## config.mk

```make
export PLATFORM = sky130hd
export DESIGN_NAME = distance_band_jog_controller_flat
export DESIGN_NICKNAME = d
export VERILOG_FILES = /design/src/dbj_pkg.sv /design/src/dbj_if.sv /design/src/dbj_decide.sv /design/src/distance_band_jog_controller.sv /design/src/flat_wrapper.sv
export SDC_FILE = /design/constraint.sdc
export NUM_CORES = 1
export LEC_CHECK = 0
export ABC_AREA = 1
export BUFFER_PORTS_ARGS = -buffer_cell sky130_fd_sc_hd__buf_2
export CORE_MARGIN = 8
export CORE_UTILIZATION = 31
export CTS_BUF_LIST = sky130_fd_sc_hd__clkbuf_4 sky130_fd_sc_hd__clkbuf_8
export CTS_CLUSTER_SIZE = 14
export DETAILED_ROUTE_END_ITERATION = 12
export PLACE_DENSITY = 0.54
export SYNTH_ARGS = -nofsm -noshare
export SYNTH_HDL_FRONTEND = slang
export SYNTH_SLANG_ARGS = --single-unit
```

## constraint.sdc

```tcl
create_clock -name clk -period 2.6 [get_ports clk]
set_input_delay 0.52 -clock clk [delete_from_list [all_inputs] [get_ports clk]]
set_output_delay 0.52 -clock clk [all_outputs]
set_load 0.02 [all_outputs]
```

## src/dbj_pkg.sv

```systemverilog
`default_nettype none

package dbj_pkg;

    // Field widths
    localparam int unsigned CMD_W    = 2;
    localparam int unsigned DIST_W   = 12;
    localparam int unsigned MODE_W   = 4;
    localparam int unsigned JOG_W    = 3;
    localparam int unsigned AXIS_W   = 2;
    localparam int unsigned CNT_W    = 16;
    localparam int unsigned CFG_IDX_W  = 2;
    localparam int unsigned CFG_DATA_W = 16;

    // Commands
    localparam logic [CMD_W-1:0] CMD_SAMPLE_X = 2'd0;
    localparam logic [CMD_W-1:0] CMD_SAMPLE_Y = 2'd1;
    localparam logic [CMD_W-1:0] CMD_MODE     = 2'd2;
    localparam logic [CMD_W-1:0] CMD_TICK     = 2'd3;

    // Latched axis codes
    localparam logic [AXIS_W-1:0] AXIS_NONE = 2'd0;
    localparam logic [AXIS_W-1:0] AXIS_X    = 2'd1;
    localparam logic [AXIS_W-1:0] AXIS_Y    = 2'd2;

    // Robot modes
    localparam logic [MODE_W-1:0] MODE_UNKNOWN  = 4'd0;
    localparam logic [MODE_W-1:0] MODE_DISABLED = 4'd4;
    localparam logic [MODE_W-1:0] MODE_ENABLED  = 4'd5;

    // Jog codes
    localparam logic [JOG_W-1:0] JOG_STOP     = 3'd0;
    localparam logic [JOG_W-1:0] JOG_X_MINUS  = 3'd1;
    localparam logic [JOG_W-1:0] JOG_X_PLUS   = 3'd2;
    localparam logic [JOG_W-1:0] JOG_J1_PLUS  = 3'd3;
    localparam logic [JOG_W-1:0] JOG_J1_MINUS = 3'd4;

    // Configuration register indexes
    localparam logic [CFG_IDX_W-1:0] REG_FAR_LIMIT = 2'd0;
    localparam logic [CFG_IDX_W-1:0] REG_BAND_LOW  = 2'd1;
    localparam logic [CFG_IDX_W-1:0] REG_BAND_HIGH = 2'd2;
    localparam logic [CFG_IDX_W-1:0] REG_HOLDOFF   = 2'd3;

    // Configuration reset values
    localparam logic [DIST_W-1:0] FAR_LIMIT_RST = 12'd200;
    localparam logic [DIST_W-1:0] BAND_LOW_RST  = 12'd80;
    localparam logic [DIST_W-1:0] BAND_HIGH_RST = 12'd120;
    localparam logic [CNT_W-1:0]  HOLDOFF_RST   = 16'd2000;

    typedef struct packed {
        logic [CMD_W-1:0]  command;
        logic [DIST_W-1:0] distance_mm;
        logic [MODE_W-1:0] mode_code;
    } item_t;

    typedef struct packed {
        logic             request_enable;
        logic             request_disable;
        logic             jog_valid;
        logic [JOG_W-1:0] jog_code;
    } result_t;

    typedef struct packed {
        logic [DIST_W-1:0] far_limit_mm;
        logic [DIST_W-1:0] band_low_mm;
        logic [DIST_W-1:0] band_high_mm;
        logic [CNT_W-1:0]  holdoff_ticks;
    } cfg_t;

    typedef struct packed {
        logic [AXIS_W-1:0] latched_axis;
        logic [JOG_W-1:0]  last_jog;
        logic [MODE_W-1:0] current_mode;
        logic [CNT_W-1:0]  since_enable;
        logic [CNT_W-1:0]  since_disable;
    } state_t;

endpackage

`default_nettype wire

```

## src/dbj_if.sv

```systemverilog
`default_nettype none

interface dbj_item_if;
    logic                      valid;
    logic                      ready;
    logic [dbj_pkg::CMD_W-1:0]  command;
    logic [dbj_pkg::DIST_W-1:0] distance_mm;
    logic [dbj_pkg::MODE_W-1:0] mode_code;

    modport source (output valid, command, distance_mm, mode_code, input ready);
    modport sink   (input valid, command, distance_mm, mode_code, output ready);
endinterface

interface dbj_result_if;
    logic                     valid;
    logic                     ready;
    logic                     request_enable;
    logic                     request_disable;
    logic                     jog_valid;
    logic [dbj_pkg::JOG_W-1:0] jog_code;

    modport source (output valid, request_enable, request_disable, jog_valid, jog_code,
                    input ready);
    modport sink   (input valid, request_enable, request_disable, jog_valid, jog_code,
                    output ready);
endinterface

`default_nettype wire

```

## src/dbj_decide.sv

```systemverilog
`default_nettype none

module dbj_decide (
    input  wire dbj_pkg::item_t   item,
    input  wire dbj_pkg::cfg_t    cfg,
    input  wire dbj_pkg::state_t  state,
    output dbj_pkg::state_t       state_next,
    output dbj_pkg::result_t      res
);

    logic [dbj_pkg::AXIS_W-1:0] axis;
    logic                       axis_match;
    logic                       is_far;
    logic                       below_band;
    logic                       above_band;
    logic                       in_band;
    logic                       jog_req;
    logic [dbj_pkg::JOG_W-1:0]  jog_want;

    assign axis       = (item.command == dbj_pkg::CMD_SAMPLE_X) ? dbj_pkg::AXIS_X
                                                               : dbj_pkg::AXIS_Y;
    assign axis_match = (state.latched_axis == dbj_pkg::AXIS_NONE)
                        || (state.latched_axis == axis);
    assign is_far     = item.distance_mm > cfg.far_limit_mm;
    assign below_band = item.distance_mm < cfg.band_low_mm;
    assign above_band = item.distance_mm > cfg.band_high_mm;
    assign in_band    = !below_band && !above_band;

    always_comb
    begin
        state_next = state;
        res        = '0;
        jog_req    = 1'b0;
        jog_want   = dbj_pkg::JOG_STOP;

        unique case (item.command)
            dbj_pkg::CMD_TICK:
            begin
                // saturate both holdoff counters
                if (state.since_enable != '1)
                begin
                    state_next.since_enable = state.since_enable + 1'b1;
                end
                if (state.since_disable != '1)
                begin
                    state_next.since_disable = state.since_disable + 1'b1;
                end
            end
            dbj_pkg::CMD_MODE:
            begin
                state_next.current_mode = item.mode_code;
            end
            dbj_pkg::CMD_SAMPLE_X, dbj_pkg::CMD_SAMPLE_Y:
            begin
                if (axis_match)
                begin
                    priority if (is_far)
                    begin
                        jog_req = 1'b1;
                        if (state.current_mode == dbj_pkg::MODE_ENABLED
                            && state.since_disable > cfg.holdoff_ticks)
                        begin
                            res.request_disable      = 1'b1;
                            state_next.since_disable = '0;
                            state_next.latched_axis  = dbj_pkg::AXIS_NONE;
                        end
                    end
                    else if (in_band)
                    begin
                        jog_req = 1'b1;
                        if (state.current_mode == dbj_pkg::MODE_DISABLED
                            && state.since_enable > cfg.holdoff_ticks)
                        begin
                            res.request_enable      = 1'b1;
                            state_next.since_enable = '0;
                            state_next.latched_axis = axis;
                        end
                    end
                    else if (state.current_mode == dbj_pkg::MODE_ENABLED
                             && state.latched_axis == axis)
                    begin
                        // inverted band edges: below low wins
                        jog_req = 1'b1;
                        if (below_band)
                        begin
                            jog_want = (axis == dbj_pkg::AXIS_X) ? dbj_pkg::JOG_X_MINUS
                                                                 : dbj_pkg::JOG_J1_PLUS;
                        end
                        else
                        begin
                            jog_want = (axis == dbj_pkg::AXIS_X) ? dbj_pkg::JOG_X_PLUS
                                                                 : dbj_pkg::JOG_J1_MINUS;
                        end
                    end
                    else
                    begin
                        jog_req = 1'b0;
                    end
                end
            end
            default:
            begin
                state_next = state;
            end
        endcase

        // drop a jog request that repeats the last one
        if (jog_req && jog_want != state.last_jog)
        begin
            res.jog_valid       = 1'b1;
            res.jog_code        = jog_want;
            state_next.last_jog = jog_want;
        end
    end

endmodule

`default_nettype wire

```

## src/distance_band_jog_controller.sv

```systemverilog
// Distance band jog controller.
//
// Channels: "item" carries one beat per event (distance sample for axis x or y,
// robot mode update, or millisecond tick). "result" returns exactly one beat for
// every item beat, in order, holding the enable/disable requests and an optional
// jog request. Both use valid/ready; a beat moves when both are high.
// Configuration: cfg_write/cfg_index/cfg_data write one of four registers
// (far limit, band low, band high, holdoff); write only while the block holds no
// item in flight.
// Path: each item passes the input register, then the result register, before
// its result is offered on the result channel. Throughput: one beat per cycle,
// sustained while the receiver keeps ready high, since the whole decision is a
// few compares and two counter increments between the two registers.
// Stall: when the receiver holds ready low, the result register holds its beat and
// the input register takes one more item; after that item.ready falls until the
// result beat moves.
// Reset: clears the pipeline, the latched axis, last jog, mode and both holdoff
// counters, and loads the configuration registers with their default values.
`default_nettype none

module distance_band_jog_controller (
    input  wire                              clk,
    input  wire                              rst_n,
    dbj_item_if.sink                         item,
    dbj_result_if.source                     result,
    input  wire                              cfg_write,
    input  wire [dbj_pkg::CFG_IDX_W-1:0]     cfg_index,
    input  wire [dbj_pkg::CFG_DATA_W-1:0]    cfg_data
);

    // Input stage
    logic              s1_valid_reg;
    dbj_pkg::item_t    s1_item_reg;

    // Result stage
    logic              out_valid_reg;
    dbj_pkg::result_t  out_res_reg;

    // Controller state and configuration
    dbj_pkg::state_t   state_reg;
    dbj_pkg::state_t   state_next;
    dbj_pkg::cfg_t     cfg_reg;
    dbj_pkg::result_t  res_next;

    logic              advance;
    logic              take_item;

    // Advance the held item when the result register is free or being emptied.
    assign advance   = s1_valid_reg && (!out_valid_reg || result.ready);
    assign item.ready = !s1_valid_reg || advance;
    assign take_item = item.valid && item.ready;

    always_ff @(posedge clk or negedge rst_n)
    begin
        if (!rst_n)
        begin
            s1_valid_reg <= 1'b0;
        end
        else if (take_item)
        begin
            s1_valid_reg <= 1'b1;
        end
        else if (advance)
        begin
            s1_valid_reg <= 1'b0;
        end
    end

    always_ff @(posedge clk)
    begin
        if (take_item)
        begin
            s1_item_reg.command     <= item.command;
            s1_item_reg.distance_mm <= item.distance_mm;
            s1_item_reg.mode_code   <= item.mode_code;
        end
    end

    dbj_decide u_decide (
        .item       (s1_item_reg),
        .cfg        (cfg_reg),
        .state      (state_reg),
        .state_next (state_next),
        .res        (res_next)
    );

    // Commit state only when the item's result is written.
    always_ff @(posedge clk or negedge rst_n)
    begin
        if (!rst_n)
        begin
            state_reg.latched_axis  <= dbj_pkg::AXIS_NONE;
            state_reg.last_jog      <= dbj_pkg::JOG_STOP;
            state_reg.current_mode  <= dbj_pkg::MODE_UNKNOWN;
            state_reg.since_enable  <= '0;
            state_reg.since_disable <= '0;
        end
        else if (advance)
        begin
            state_reg <= state_next;
        end
    end

    always_ff @(posedge clk or negedge rst_n)
    begin
        if (!rst_n)
        begin
            out_valid_reg <= 1'b0;
        end
        else if (advance)
        begin
            out_valid_reg <= 1'b1;
        end
        else if (result.ready)
        begin
            out_valid_reg <= 1'b0;
        end
    end

    always_ff @(posedge clk)
    begin
        if (advance)
        begin
            out_res_reg <= res_next;
        end
    end

    assign result.valid           = out_valid_reg;
    assign result.request_enable  = out_res_reg.request_enable;
    assign result.request_disable = out_res_reg.request_disable;
    assign result.jog_valid       = out_res_reg.jog_valid;
    assign result.jog_code        = out_res_reg.jog_code;

    // Configuration registers: truncate write data to each register's width.
    always_ff @(posedge clk or negedge rst_n)
    begin
        if (!rst_n)
        begin
            cfg_reg.far_limit_mm  <= dbj_pkg::FAR_LIMIT_RST;
            cfg_reg.band_low_mm   <= dbj_pkg::BAND_LOW_RST;
            cfg_reg.band_high_mm  <= dbj_pkg::BAND_HIGH_RST;
            cfg_reg.holdoff_ticks <= dbj_pkg::HOLDOFF_RST;
        end
        else if (cfg_write)
        begin
            unique case (cfg_index)
                dbj_pkg::REG_FAR_LIMIT:
                    cfg_reg.far_limit_mm  <= cfg_data[dbj_pkg::DIST_W-1:0];
                dbj_pkg::REG_BAND_LOW:
                    cfg_reg.band_low_mm   <= cfg_data[dbj_pkg::DIST_W-1:0];
                dbj_pkg::REG_BAND_HIGH:
                    cfg_reg.band_high_mm  <= cfg_data[dbj_pkg::DIST_W-1:0];
                dbj_pkg::REG_HOLDOFF:
                    cfg_reg.holdoff_ticks <= cfg_data[dbj_pkg::CNT_W-1:0];
                default:
                    cfg_reg <= cfg_reg;
            endcase
        end
    end

endmodule

`default_nettype wire

```

## src/flat_wrapper.sv

```systemverilog
// flat-port wrapper written by rule: the top's interface ports become plain ports
module distance_band_jog_controller_flat 
  (clk, rst_n, cfg_write, cfg_index, cfg_data, item_valid, item_command, item_distance_mm, item_mode_code, item_ready, result_valid, result_request_enable, result_request_disable, result_jog_valid, result_jog_code, result_ready);
  dbj_item_if item_i ();
  dbj_result_if result_i ();
  input  wire clk;
  input  wire rst_n;
  input  wire cfg_write;
  input  wire [dbj_pkg::CFG_IDX_W-1:0] cfg_index;
  input  wire [dbj_pkg::CFG_DATA_W-1:0] cfg_data;
  input wire logic [$bits(item_i.valid)-1:0] item_valid;
  input wire logic [$bits(item_i.command)-1:0] item_command;
  input wire logic [$bits(item_i.distance_mm)-1:0] item_distance_mm;
  input wire logic [$bits(item_i.mode_code)-1:0] item_mode_code;
  output wire logic [$bits(item_i.ready)-1:0] item_ready;
  output wire logic [$bits(result_i.valid)-1:0] result_valid;
  output wire logic [$bits(result_i.request_enable)-1:0] result_request_enable;
  output wire logic [$bits(result_i.request_disable)-1:0] result_request_disable;
  output wire logic [$bits(result_i.jog_valid)-1:0] result_jog_valid;
  output wire logic [$bits(result_i.jog_code)-1:0] result_jog_code;
  input wire logic [$bits(result_i.ready)-1:0] result_ready;
  assign item_i.valid = item_valid;
  assign item_i.command = item_command;
  assign item_i.distance_mm = item_distance_mm;
  assign item_i.mode_code = item_mode_code;
  assign item_ready = item_i.ready;
  assign result_valid = result_i.valid;
  assign result_request_enable = result_i.request_enable;
  assign result_request_disable = result_i.request_disable;
  assign result_jog_valid = result_i.jog_valid;
  assign result_jog_code = result_i.jog_code;
  assign result_i.ready = result_ready;
  distance_band_jog_controller u_core (.clk(clk), .rst_n(rst_n), .item(item_i), .result(result_i), .cfg_write(cfg_write), .cfg_index(cfg_index), .cfg_data(cfg_data));
endmodule
```

==> results.toml, run 1 <==
[run_status]
status = "completed"

[power]
p_int_w = 0.003796
sw_frac_of_total_pct = 30.75
peakVddDrop_mv = 0.3045
pwr-share-comb_pct = 23.5
p_leak_nw = 4.231
pwr-share-clk_pct = 34.3
switchingPower_w = 0.001686
power_w = 0.005481
p_seq_share_pct = 42.3
powerDensity_mw_per_mm2 = 629.3

[worst_setup_path]
arrival_ns = 2.65
crit_fanout = 3
worstSetupEndpointType = "flip-flop"
r2r_slack_ns = 0.15
rr_worst_depth = 17
critPathLaunch = "u_core.s1_item_reg[13]$_DFFE_PP_"
criticalPathCategory = "reg2reg"
required_ns = 2.80
reg2reg_from = "u_core.s1_item_reg[13]$_DFFE_PP_"
worstReg2RegEnd = "u_core.result.jog_code[2]$_SDFFCE_PN0P_"
startpoint_type = "flip-flop"

[synthesis]
yosysTopAreaCell = "dfrtp_1"
async_flop_share_pct = 79.83
dominantRegCellSynth = "dfrtp_1"
avgSynthCellArea_um2 = 8.366
netlist_area_mm2 = 0.007228
synthesis.nets = 975
synthTopCellsByArea = "dfrtp_1 28%, ha_1 12%, nand2_1 11%, edfxtp_1 10%, inv_1 6.0%"
synth_cell_types = 43
yosys_warnings = 0
synthCells = 864
ys_seq_area_share_pct = 43.12
synth-seq-cells = 119
synth_top_area_share_pct = 27.70
synth_edf_count = 24

[timing]
clock_skew_ns = 0.01142
fmax_mhz = 407.8
timing.slew.headroom_pct = 48.59
fin_crit_sh_pct = 94.31
whs_ns = 0.04845
worst_pin_slew_ns = 0.7692
rsz0062_at_grt = "yes"
drv_slew = 0
tns_ns = 0
min_period_ns = 2.452
hold_violations = 0
setup-violations-final = 0
worst_slack_ns = 0.1479

[floorplanning]
die_h_um = 168.7
die_w_um = 168.7
dieArea_mm2 = 0.02846
fp-row-count = 56
core_mm2 = 0.02319
num_io_pins = 49
start_util_pct = 31.17

[placement]
dp.cells = 1230
place_ws_ns = 0.01748
hpwl_mm = 13.74
gp_congestion = 0.8350
io_buffers = 48

[clocking]
htree_levels = 4
clkLatencyLatePin_ns = 0.44
cts-root-buf = "clkbuf_8"
cts_tree = "built"
max-clock-path-buffers = 2
clock-sinks = 119
clk_pin_slew_ns = 0.07
ctsHoldBuffers = 0
cts_buffers = 17

[drt]
wire_per_inst_um = 14.42
drtAntennaViolNets = 0
vias = 5791
drt-initial-drc-count = 323
vias_per_cell = 4.546
drcViolationCount = 0
routed_wl_mm = 18.37
first_pass_iters = 5

[global_routing]
antenna_found_initial = 0
grt_start_max_net_pins = 39
grt_pass1_vias = 5571
overflow = 0
grt_pass1_wl_mm = 29.70
grt_usage_pct = 13.20

[finish]
syn2layout_area_growth_pct = 20.50
largest_reg_flops = 52
instances_no_fill = 1274
nFillCells = 2417
drive_gt1_share_pct = 21.47
fin_nets = 1053
n_antenna_cell = 0

[job]
max-cap-violations = 0

[min_path]
hp-class = "in2async"
-- cell usage in the layout, fill, tap and decap left out, types with 5 or more instances in the layout --
cell type  netlist  routed
nand3_1         48      47
nand2_2          7      10
xor2_1          22      21
nor2_1          66      62
buf_2            3      47
inv_1          116     114
ha_4             0       9
o21ai_2         15      15
a21oi_1         36      34
nor3_1           5       5
edfxtp_1        24      24
o21ai_0         56      56
nand2_1        218     210
nor2_2           3       5
buf_4            1      24
inv_2            4       6
ha_1            70      61
clkbuf_8         0      19
nand2_4          1       6
nand4_1         17      17
or2_2            8       8
dfrtp_1         80      80
dfstp_2         15      15
-- cell families (layout without fill, tap and decap cells) --
family	after synthesis	in the layout	share of synthesized area (%)
flip-flops	119	119	43.12
multiplexers	1	1	0.1558
adder cells (fa/ha/maj)	70	70	12.12
XOR/XNOR	26	26	3.150
AO/OA/AOI/OAI	121	121	9.919
buffers and inverters	139	230	7.634
AND/OR/NAND/NOR	388	388	23.90
-- worst max-delay path by stage --
stage | endpoint | slack [ns] | cells past startpoint
6_report | u_core.result.jog_code[2]$_SDFFCE_PN0P_ | 0.15 | 17
2_1_floorplan | u_core.result.jog_code[1]$_SDFFCE_PN0P_ | 0.14 | 18
3_3_place_gp | u_core.result.jog_code[2]$_SDFFCE_PN0P_ | 0.06 | 18
5_1_grt | u_core.state_reg[38]$_DFFE_PN0P_ | -0.02 | 17
3_5_place_dp | u_core.result.jog_code[2]$_SDFFCE_PN0P_ | 0.02 | 18
4_1_cts | u_core.state_reg[36]$_DFFE_PN0P_ | 0.002 | 20
-- timing repair --
action	CTS	global route
endpoints found under the hold margin	0	0
resized for setup	0	37
buffers inserted	0	9
setup endpoints to repair	0	38
-- synthesized netlist by cell type, types with 2 or more instances --
library cell	instances
a21o_1	3
a21oi_1	36
a31oi_1	3
buf_2	3
buf_6	3
clkbuf_1	11
dfrtp_1	80
dfstp_2	15
edfxtp_1	24
ha_1	70
inv_1	116
inv_2	4
nand2_1	218
nand2_2	7
nand3_1	48
nand3_2	3
nand3b_1	2
nand4_1	17
nor2_1	66
nor2_2	3
nor3_1	5
nor3_2	3
o211ai_1	2
o21ai_0	56
o21ai_2	15
o21bai_1	2
or2_1	2
or2_2	8
xnor2_1	4
xor2_1	22
-- power groups by stage --
stage               Sequential, W  Clock (W)  Combinational, W
floorplan                 0.00231          0          0.000788
detailed placement        0.00235          0           0.00114
global route              0.00235    0.00201           0.00149
CTS                       0.00231    0.00193           0.00115
global placement          0.00234          0           0.00112
finish                    0.00232    0.00188           0.00129
-- routing by layer --
| layer | routed length, um | GRT usage (%) |
|---|---|---|
| met5 | 0 | 0 |
| met1 | 9277 | 18.31 |
| met3 | 455 | 2.236 |
| met4 | 212 | 4.270 |
| met2 | 8421 | 20.55 |
-- critical path: stages (launching register included) --
cell      delay (ns)
edfxtp_1        0.51
ha_4            0.30
nand2_1         0.05
nand2_1         0.05
nand2_1         0.05
nand2_1         0.07
a21oi_2         0.12
nand2_2         0.11
ha_4            0.28
inv_2           0.03
nor2_4          0.08
nand3_2         0.09
nand2_1         0.06
nand2_1         0.06
nor2_2          0.13
nand2_2         0.08
nand2_2         0.08
nor2_1          0.04
-- per-stage QoR --
stage | util [%] | instance area [um2]
global placement | 34.17 | 7925
CTS | 36.07 | 8366
finish | 37.55 | 8710
detailed placement | 34.17 | 7925
floorplan | - | 7228
global route | 37.55 | 8710
-- cell type report --
type	instances	area (um2)	area share, %
Clock buffer	23	291.5	3.347
Timing Repair Buffer	77	528.0	6.062
Inverter	121	454.2	5.215
Sequential cell	119	3117	35.79
Tap cell	319	399.1	4.583
Clock inverter	9	148.9	1.710
Multi-Input combinational cell	606	3771	43.30
Power figures use the tool's default switching activity.
==> run 2, diff against run 1 <==
--- a/config.mk
+++ b/config.mk
@@ -5,7 +5,7 @@
 export SDC_FILE = /design/constraint.sdc
 export NUM_CORES = 1
 export LEC_CHECK = 0
-export ABC_AREA = 1
+export ABC_AREA = 0
 export BUFFER_PORTS_ARGS = -buffer_cell sky130_fd_sc_hd__buf_2
 export CORE_MARGIN = 8
 export CORE_UTILIZATION = 31
==> run 2 against run 1 <==
The flow now finishes with violations (setup timing). Clock skew increased by 0.0016 ns. Synthesized cell count decreased by 31%. Final area decreased by 2.8%. Combinational power increased by 12%. Critical path type unchanged.
==> results.toml, run 2 <==
[finish]
most-common-layout-cells = "80 x dfrtp_1, 65 x ha_1, 58 x buf_4"
drive_gt1_share_pct = 37.52
final_common_cell = "dfrtp_1"
nFillCells = 2036
largest_reg_flops = 52
n_antenna_cell = 0
fin_util_pct = 40.28
syn2layout_area_growth_pct = 27.92
fin_nets = 831
instances_no_fill = 1008

[power]
peakVddDrop_mv = 0.4128
p_int_w = 0.003824
switchingPower_w = 0.001651
pwr-share-comb_pct = 26.3
sw_frac_of_total_pct = 30.16
p_leak_nw = 3.939
power_w = 0.005475
pwr-share-clk_pct = 30.8
p_seq_share_pct = 42.9
powerDensity_mw_per_mm2 = 646.7

[worst_setup_path]
cp_slowest_stage_delay_ns = 0.53
rr_worst_depth = 13
startpoint_type = "flip-flop"
path_depth = 13
slowest_stage = "dfstp_2"
required_ns = 2.94
cp.buffers_inverters = 2
criticalPathCategory = "reg2reg"
cp_top_family = "compound AO/OA/AOI/OAI gates"
arrival_ns = 3.14
crit_chain = "inv_1 -> ha_1 -> nand2_1 -> nor3_2 -> a21oi_2 -> o21ai_4 -> ha_4 -> inv_2 -> o21ai_2 -> a211o_1 -> a22oi_4 -> nor2_2 -> mux2_2"
crit_fanout = 4
worstSetupEndpointType = "flip-flop"

[synthesis]
synth-xor-area-share_pct = 3.043
netlist_area_mm2 = 0.006619
synth-seq-cells = 119
synth_compound_area_share_pct = 9.452
synth_mux_area_share_pct = 8.866
synth_cell_types = 63
async_flop_share_pct = 79.83
yosysMostFrequentCell = "dfrtp_1"
avgSynthCellArea_um2 = 11.14
synthCells = 594
synth_top_family_by_area = "simple AND/OR/NAND/NOR gates"
synth_top_area_share_pct = 30.25
yosys_warnings = 0
synth_edf_count = 24
dominantRegCellSynth = "dfrtp_1"
synthTopCellsByArea = "dfrtp_1 30%, ha_1 13%, edfxtp_1 11%, mux2_2 8.3%, dfstp_2 6.0%"
synthesis.nets = 705
synthAdderAreaFrac_pct = 13.23
ys_seq_area_share_pct = 47.09
yosysTopAreaCell = "dfrtp_1"
yosys.area_share.simple_pct = 14.35
synth_commonest_cells = "80 x dfrtp_1, 70 x ha_1, 56 x inv_1"

[floorplanning]
dieArea_mm2 = 0.02628
core_mm2 = 0.02102
die_h_um = 162.1
die_w_um = 162.1
num_io_pins = 49
fp-row-count = 53
start_util_pct = 31.49

[timing]
min_period_ns = 2.800
clock_skew_ns = 0.01304
timing.slew.headroom_pct = 39.53
drv_slew = 0
fmax_mhz = 357.1
worst_slack_ns = -0.2000
rsz0062_at_grt = "yes"
hold_violations = 0
fin_crit_sh_pct = 107.7
worst_pin_slew_ns = 0.9071
setup-violations-final = 34
whs_ns = 0.2470

[min_path]
worstHoldPathCells = 1
hp-class = "in2reg"

[global_routing]
overflow = 0
grt_pass1_wl_mm = 26.40
grt_usage_pct = 12.75
grt_pass1_vias = 5189
antenna_found_initial = 0
grt_start_max_net_pins = 41

[clocking]
cts-root-buf = "clkbuf_8"
cts_buffers = 17
cts_tree = "built"
clock-sinks = 119
clkLatencyLatePin_ns = 0.45
htree_levels = 4
max-clock-path-buffers = 2
clk_pin_slew_ns = 0.07

[run_status]
violations = "setup timing"
status = "finished, violations left"

[drt]
first_pass_iters = 4
drtAntennaViolNets = 0
wl_met2_mm = 7.919
vias_per_cell = 4.786
wl_met3_um = 530
top_layer = "met4"
wire_per_inst_um = 16.20
drt-initial-drc-count = 192
drcViolationCount = 0
wl_met1_mm = 7.684
vias = 4824
routed_wl_mm = 16.33

[placement]
hpwl_mm = 11.83
dp.cells = 958
place_ws_ns = -0.3659
gp_congestion = 0.8130
io_buffers = 48

[job]
max-cap-violations = 0
## run 2: changes by cell type after synthesis, sizes merged, moves of 6 or more
cell / before / now
a21o: 3 / 12
a21oi: 37 / 26
and2: 0 / 6
and4: 0 / 8
clkbuf: 11 / 5
inv: 120 / 56
mux2: 1 / 50
nand2: 226 / 34
nand2b: 0 / 8
nand3: 51 / 15
nor2: 69 / 41
nor2b: 0 / 11
o21ai: 72 / 29
or2: 10 / 1
## run 2: worst register-to-register path: cells and delay by family (launching register included)
family	cells	cell delay, ns
AOI/OAI and AO/OA	5	0.93
buffers and inverters	2	0.11
DFF	1	0.53
and+or+nand+nor	3	0.36
muxes	1	0.27
adders and majority gates	2	0.52
## run 2: layer usage
layer | vias to the layer above | track usage, %
li1 | 2366 | -
met1 | 2375 | 16.13
met2 | 70 | 21.00
met3 | 13 | 2.936
met4 | 0 | 4.377
met5 | - | 0
## run 2: per-stage QoR
stage                     TNS (ns)  area [um2]
final                       -3.555        8467
after global routing        -7.865        8467
after CTS                   -1.329        8168
after detailed placement    -3.716        7580
after global placement      -2.728        7580
after floorplan            -0.1415        6638
## run 2: final timing paths
| kind | start | to | slack, ns |
|---|---|---|---|
| setup reg to reg | u_core.cfg_reg[34]$_DFFE_PN1P_ | u_core.state_reg[37]$_DFFE_PN0P_ | -0.20 |
| hold / removal | item_distance_mm[7] | u_core.s1_item_reg[11]$_DFFE_PP_ | 0.25 |
| min in group asynchronous | rst_n | u_core.cfg_reg[33]$_DFFE_PN0P_ | 0.55 |
| max in group asynchronous | rst_n | u_core.state_reg[23]$_DFFE_PN0P_ | 1.30 |
| hold reg to reg | u_core.s1_item_reg[0]$_DFFE_PP_ | u_core.state_reg[32]$_DFFE_PN0P_ | 0.48 |
| setup / recovery | u_core.cfg_reg[34]$_DFFE_PN1P_ | u_core.state_reg[37]$_DFFE_PN0P_ | -0.20 |
## run 2: cell families after synthesis
family,count (synthesis)
xor gates and xnor gates,23
buffers and inverters,67
DFF,119
and+or+nand+nor,173
adders and majority gates,70
muxes,52
AOI/OAI and AO/OA,90
## run 2: what timing repair did
item	4_1_cts	5_1_grt
hold buffers	1	0
gates cloned	0	2
buffers inserted	9	10
pin swaps	23	29
endpoints found under the hold margin	4	0
resized for setup	35	45
endpoints found under the setup margin	26	39
## run 2: power by group through the flow
stage	combinational (W)	clock, W	sequential, W
floorplan	0.000791	0	0.00234
global placement	0.00122	0	0.00237
detailed placement	0.00127	0	0.00238
CTS	0.00137	0.00173	0.00235
global route	0.00161	0.00183	0.00238
finish	0.00144	0.00169	0.00235
## run 2: cell type report
cell class | instances | area, um2 | share of cell area (%)
Tap cell | 275 | 344.1 | 4.064
Inverter | 56 | 210.2 | 2.483
Multi-Input combinational cell | 408 | 3535 | 41.75
Sequential cell | 119 | 3117 | 36.81
Timing Repair Buffer | 118 | 873.3 | 10.31
Clock buffer | 23 | 285.3 | 3.369
Clock inverter | 9 | 102.6 | 1.212
==> run 3, diff against run 2 <==
--- a/config.mk
+++ b/config.mk
@@ -12,7 +12,7 @@
 export CTS_BUF_LIST = sky130_fd_sc_hd__clkbuf_4 sky130_fd_sc_hd__clkbuf_8
 export CTS_CLUSTER_SIZE = 14
 export DETAILED_ROUTE_END_ITERATION = 12
-export PLACE_DENSITY = 0.54
+export PLACE_DENSITY = 0.53
 export SYNTH_ARGS = -nofsm -noshare
 export SYNTH_HDL_FRONTEND = slang
 export SYNTH_SLANG_ARGS = --single-unit
==> constraint.sdc (replaced) <==
create_clock -name clk -period 3.2 [get_ports clk]
set_input_delay 0.64 -clock clk [delete_from_list [all_inputs] [get_ports clk]]
set_output_delay 0.64 -clock clk [all_outputs]
set_load 0.02 [all_outputs]
==> run 3 against run 2 <==
The flow now finishes without violations. Via count fell by 4.9%. Total power decreased by 23%. Die area stayed put. Hold slack worse by 0.049 ns. Setup slack better by 0.35 ns. Final cell count is 6.1% lower. Sequential cell count unchanged. Largest cell class unchanged. Highest routed layer unchanged.
==> results.toml, run 3 (synthesis gave the netlist of run 2 again) <==
[finish]
drive_gt1_share_pct = 26.34
nFillCells = 2043
ff_latch_area_mm2 = 0.003117
syn2layout_area_growth_pct = 15.54
largest_reg_flops = 52
n_antenna_cell = 0
final_common_cell = "dfrtp_1"
most-common-layout-cells = "80 x dfrtp_1, 70 x ha_1, 56 x inv_1"
fin_util_pct = 36.38
fin_nets = 770
multi_input_area_mm2 = 0.003251

[drt]
wire_per_inst_um = 15.58
vias = 4586
drtAntennaViolNets = 0
routed_wl_mm = 14.76
drt-initial-drc-count = 153
vias_per_cell = 4.843
drcViolationCount = 0
first_pass_iters = 4

[placement]
gp_congestion = 0.8264
io_buffers = 48
hpwl_mm = 11.45
place_ws_ns = 0.1522

[worst_setup_path]
startpoint_type = "flip-flop"
cp_slowest_stage_delay_ns = 0.45
crit_fanout = 8
crit_chain = "ha_1 -> a211o_1 -> a21oi_2 -> o211ai_1 -> o21ai_1 -> nand2_1 -> nor3_2 -> buf_4 -> nor2_1 -> mux2_2"
slowest_stage = "edfxtp_1"
cp.buffers_inverters = 1
cp_top_family = "compound AO/OA/AOI/OAI gates"
arrival_ns = 3.39
required_ns = 3.54
worstSetupEndpointType = "flip-flop"
criticalPathCategory = "reg2reg"

[clocking]
ctsHoldBuffers = 0
max-clock-path-buffers = 2
post_cts_buffers = 0
cts_tree = "built"
clk_pin_slew_ns = 0.08
cts-root-buf = "clkbuf_8"
clock-sinks = 119
htree_levels = 4
clkLatencyLatePin_ns = 0.45
cts_buffers = 17

[floorplanning]
dieArea_mm2 = 0.02628
core_mm2 = 0.02102
fp-row-count = 53
start_util_pct = 31.49
die_h_um = 162.1
die_w_um = 162.1
num_io_pins = 49

[timing]
rsz0062_at_grt = "no"
worst_slack_ns = 0.1505
clock_skew_ns = 0.01455
fin_crit_sh_pct = 95.30
whs_ns = 0.1981
min_period_ns = 3.050
timing.slew.headroom_pct = 47.90
tns_ns = 0
hold_violations = 0
worst_pin_slew_ns = 0.7815
fmax_mhz = 327.9
setup-violations-final = 0
drv_slew = 0

[min_path]
hp-class = "in2async"

[job]
max-cap-violations = 0

[power]
peakVddDrop_mv = 0.3332
p_leak_nw = 3.573
power_w = 0.004199
powerDensity_mw_per_mm2 = 549.1

[global_routing]
grt_pass1_wl_mm = 24.85
grt_start_max_net_pins = 45
antenna_found_initial = 0
overflow = 0
grt_pass1_vias = 4935
grt_usage_pct = 11.99

[run_status]
status = "completed"
## run 3: what timing repair did
item / CTS / global route
endpoints found under the setup margin: 0 / 4
resized for setup: 0 / 1
hold endpoints to repair: 0 / 0
## run 3: path summary, 6_finish.rpt
check	start	endpoint	slack, ns	depth (start not counted)
max in group asynchronous	rst_n	u_core.cfg_reg[32]$_DFFE_PN1P_	2.24	2
hold reg to reg	u_core.s1_valid_reg$_DFFE_PN0P_	u_core.result.valid$_DFFE_PN0P_	0.48	1
setup reg to reg	u_core.s1_item_reg[13]$_DFFE_PP_	u_core.state_reg[16]$_DFFE_PN0P_	0.15	10
hold / removal	rst_n	u_core.cfg_reg[13]$_DFFE_PN0P_	0.20	1
setup / recovery	u_core.s1_item_reg[13]$_DFFE_PP_	u_core.state_reg[16]$_DFFE_PN0P_	0.15	10
min in group clk	item_mode_code[3]	u_core.s1_item_reg[3]$_DFFE_PP_	0.36	1
## run 3: metal layers
| metal | wire length [um] | GRT usage (%) | vias to the layer above |
|---|---|---|---|
| met2 | 7074 | 19.72 | 84 |
| met4 | 316 | 5.429 | 0 |
| met3 | 428 | 2.480 | 22 |
| li1 | - | - | 2247 |
| met1 | 6936 | 14.89 | 2233 |
| met5 | 0 | 0 | - |
## run 3: power breakdown
group	total, W	switching (W)	internal, W
Clock	0.00140	0.000684	0.000720
Sequential	0.00191	0.000141	0.00177
Combinational	0.000882	0.000474	0.000409
Total	0.00420	0.00130	0.00290
## run 3: area by class of cell
class / count / area share, %
Multi-Input combinational cell: 408 / 42.51
Sequential cell: 119 / 40.76
Tap cell: 275 / 4.499
Timing Repair Buffer: 57 / 4.221
Clock buffer: 18 / 3.158
Inverter: 56 / 2.749
Clock inverter: 14 / 2.111
## run 3: worst reg2reg max path: stages (launching register included)
cell and delay, ns:
edfxtp_1 0.45, ha_1 0.32, a211o_1 0.27, a21oi_2 0.17, o211ai_1 0.14, o21ai_1 0.42
nand2_1 0.28, nor3_2 0.32, buf_4 0.22, nor2_1 0.07, mux2_2 0.27
## run 3: per-stage QoR
stage / cell area, um2 / std cells
after floorplan: 6619 / 594
after global placement: 7238 / 915
after detailed placement: 7238 / 915
after CTS: 7641 / 947
after global routing: 7647 / 947
final: 7647 / 947
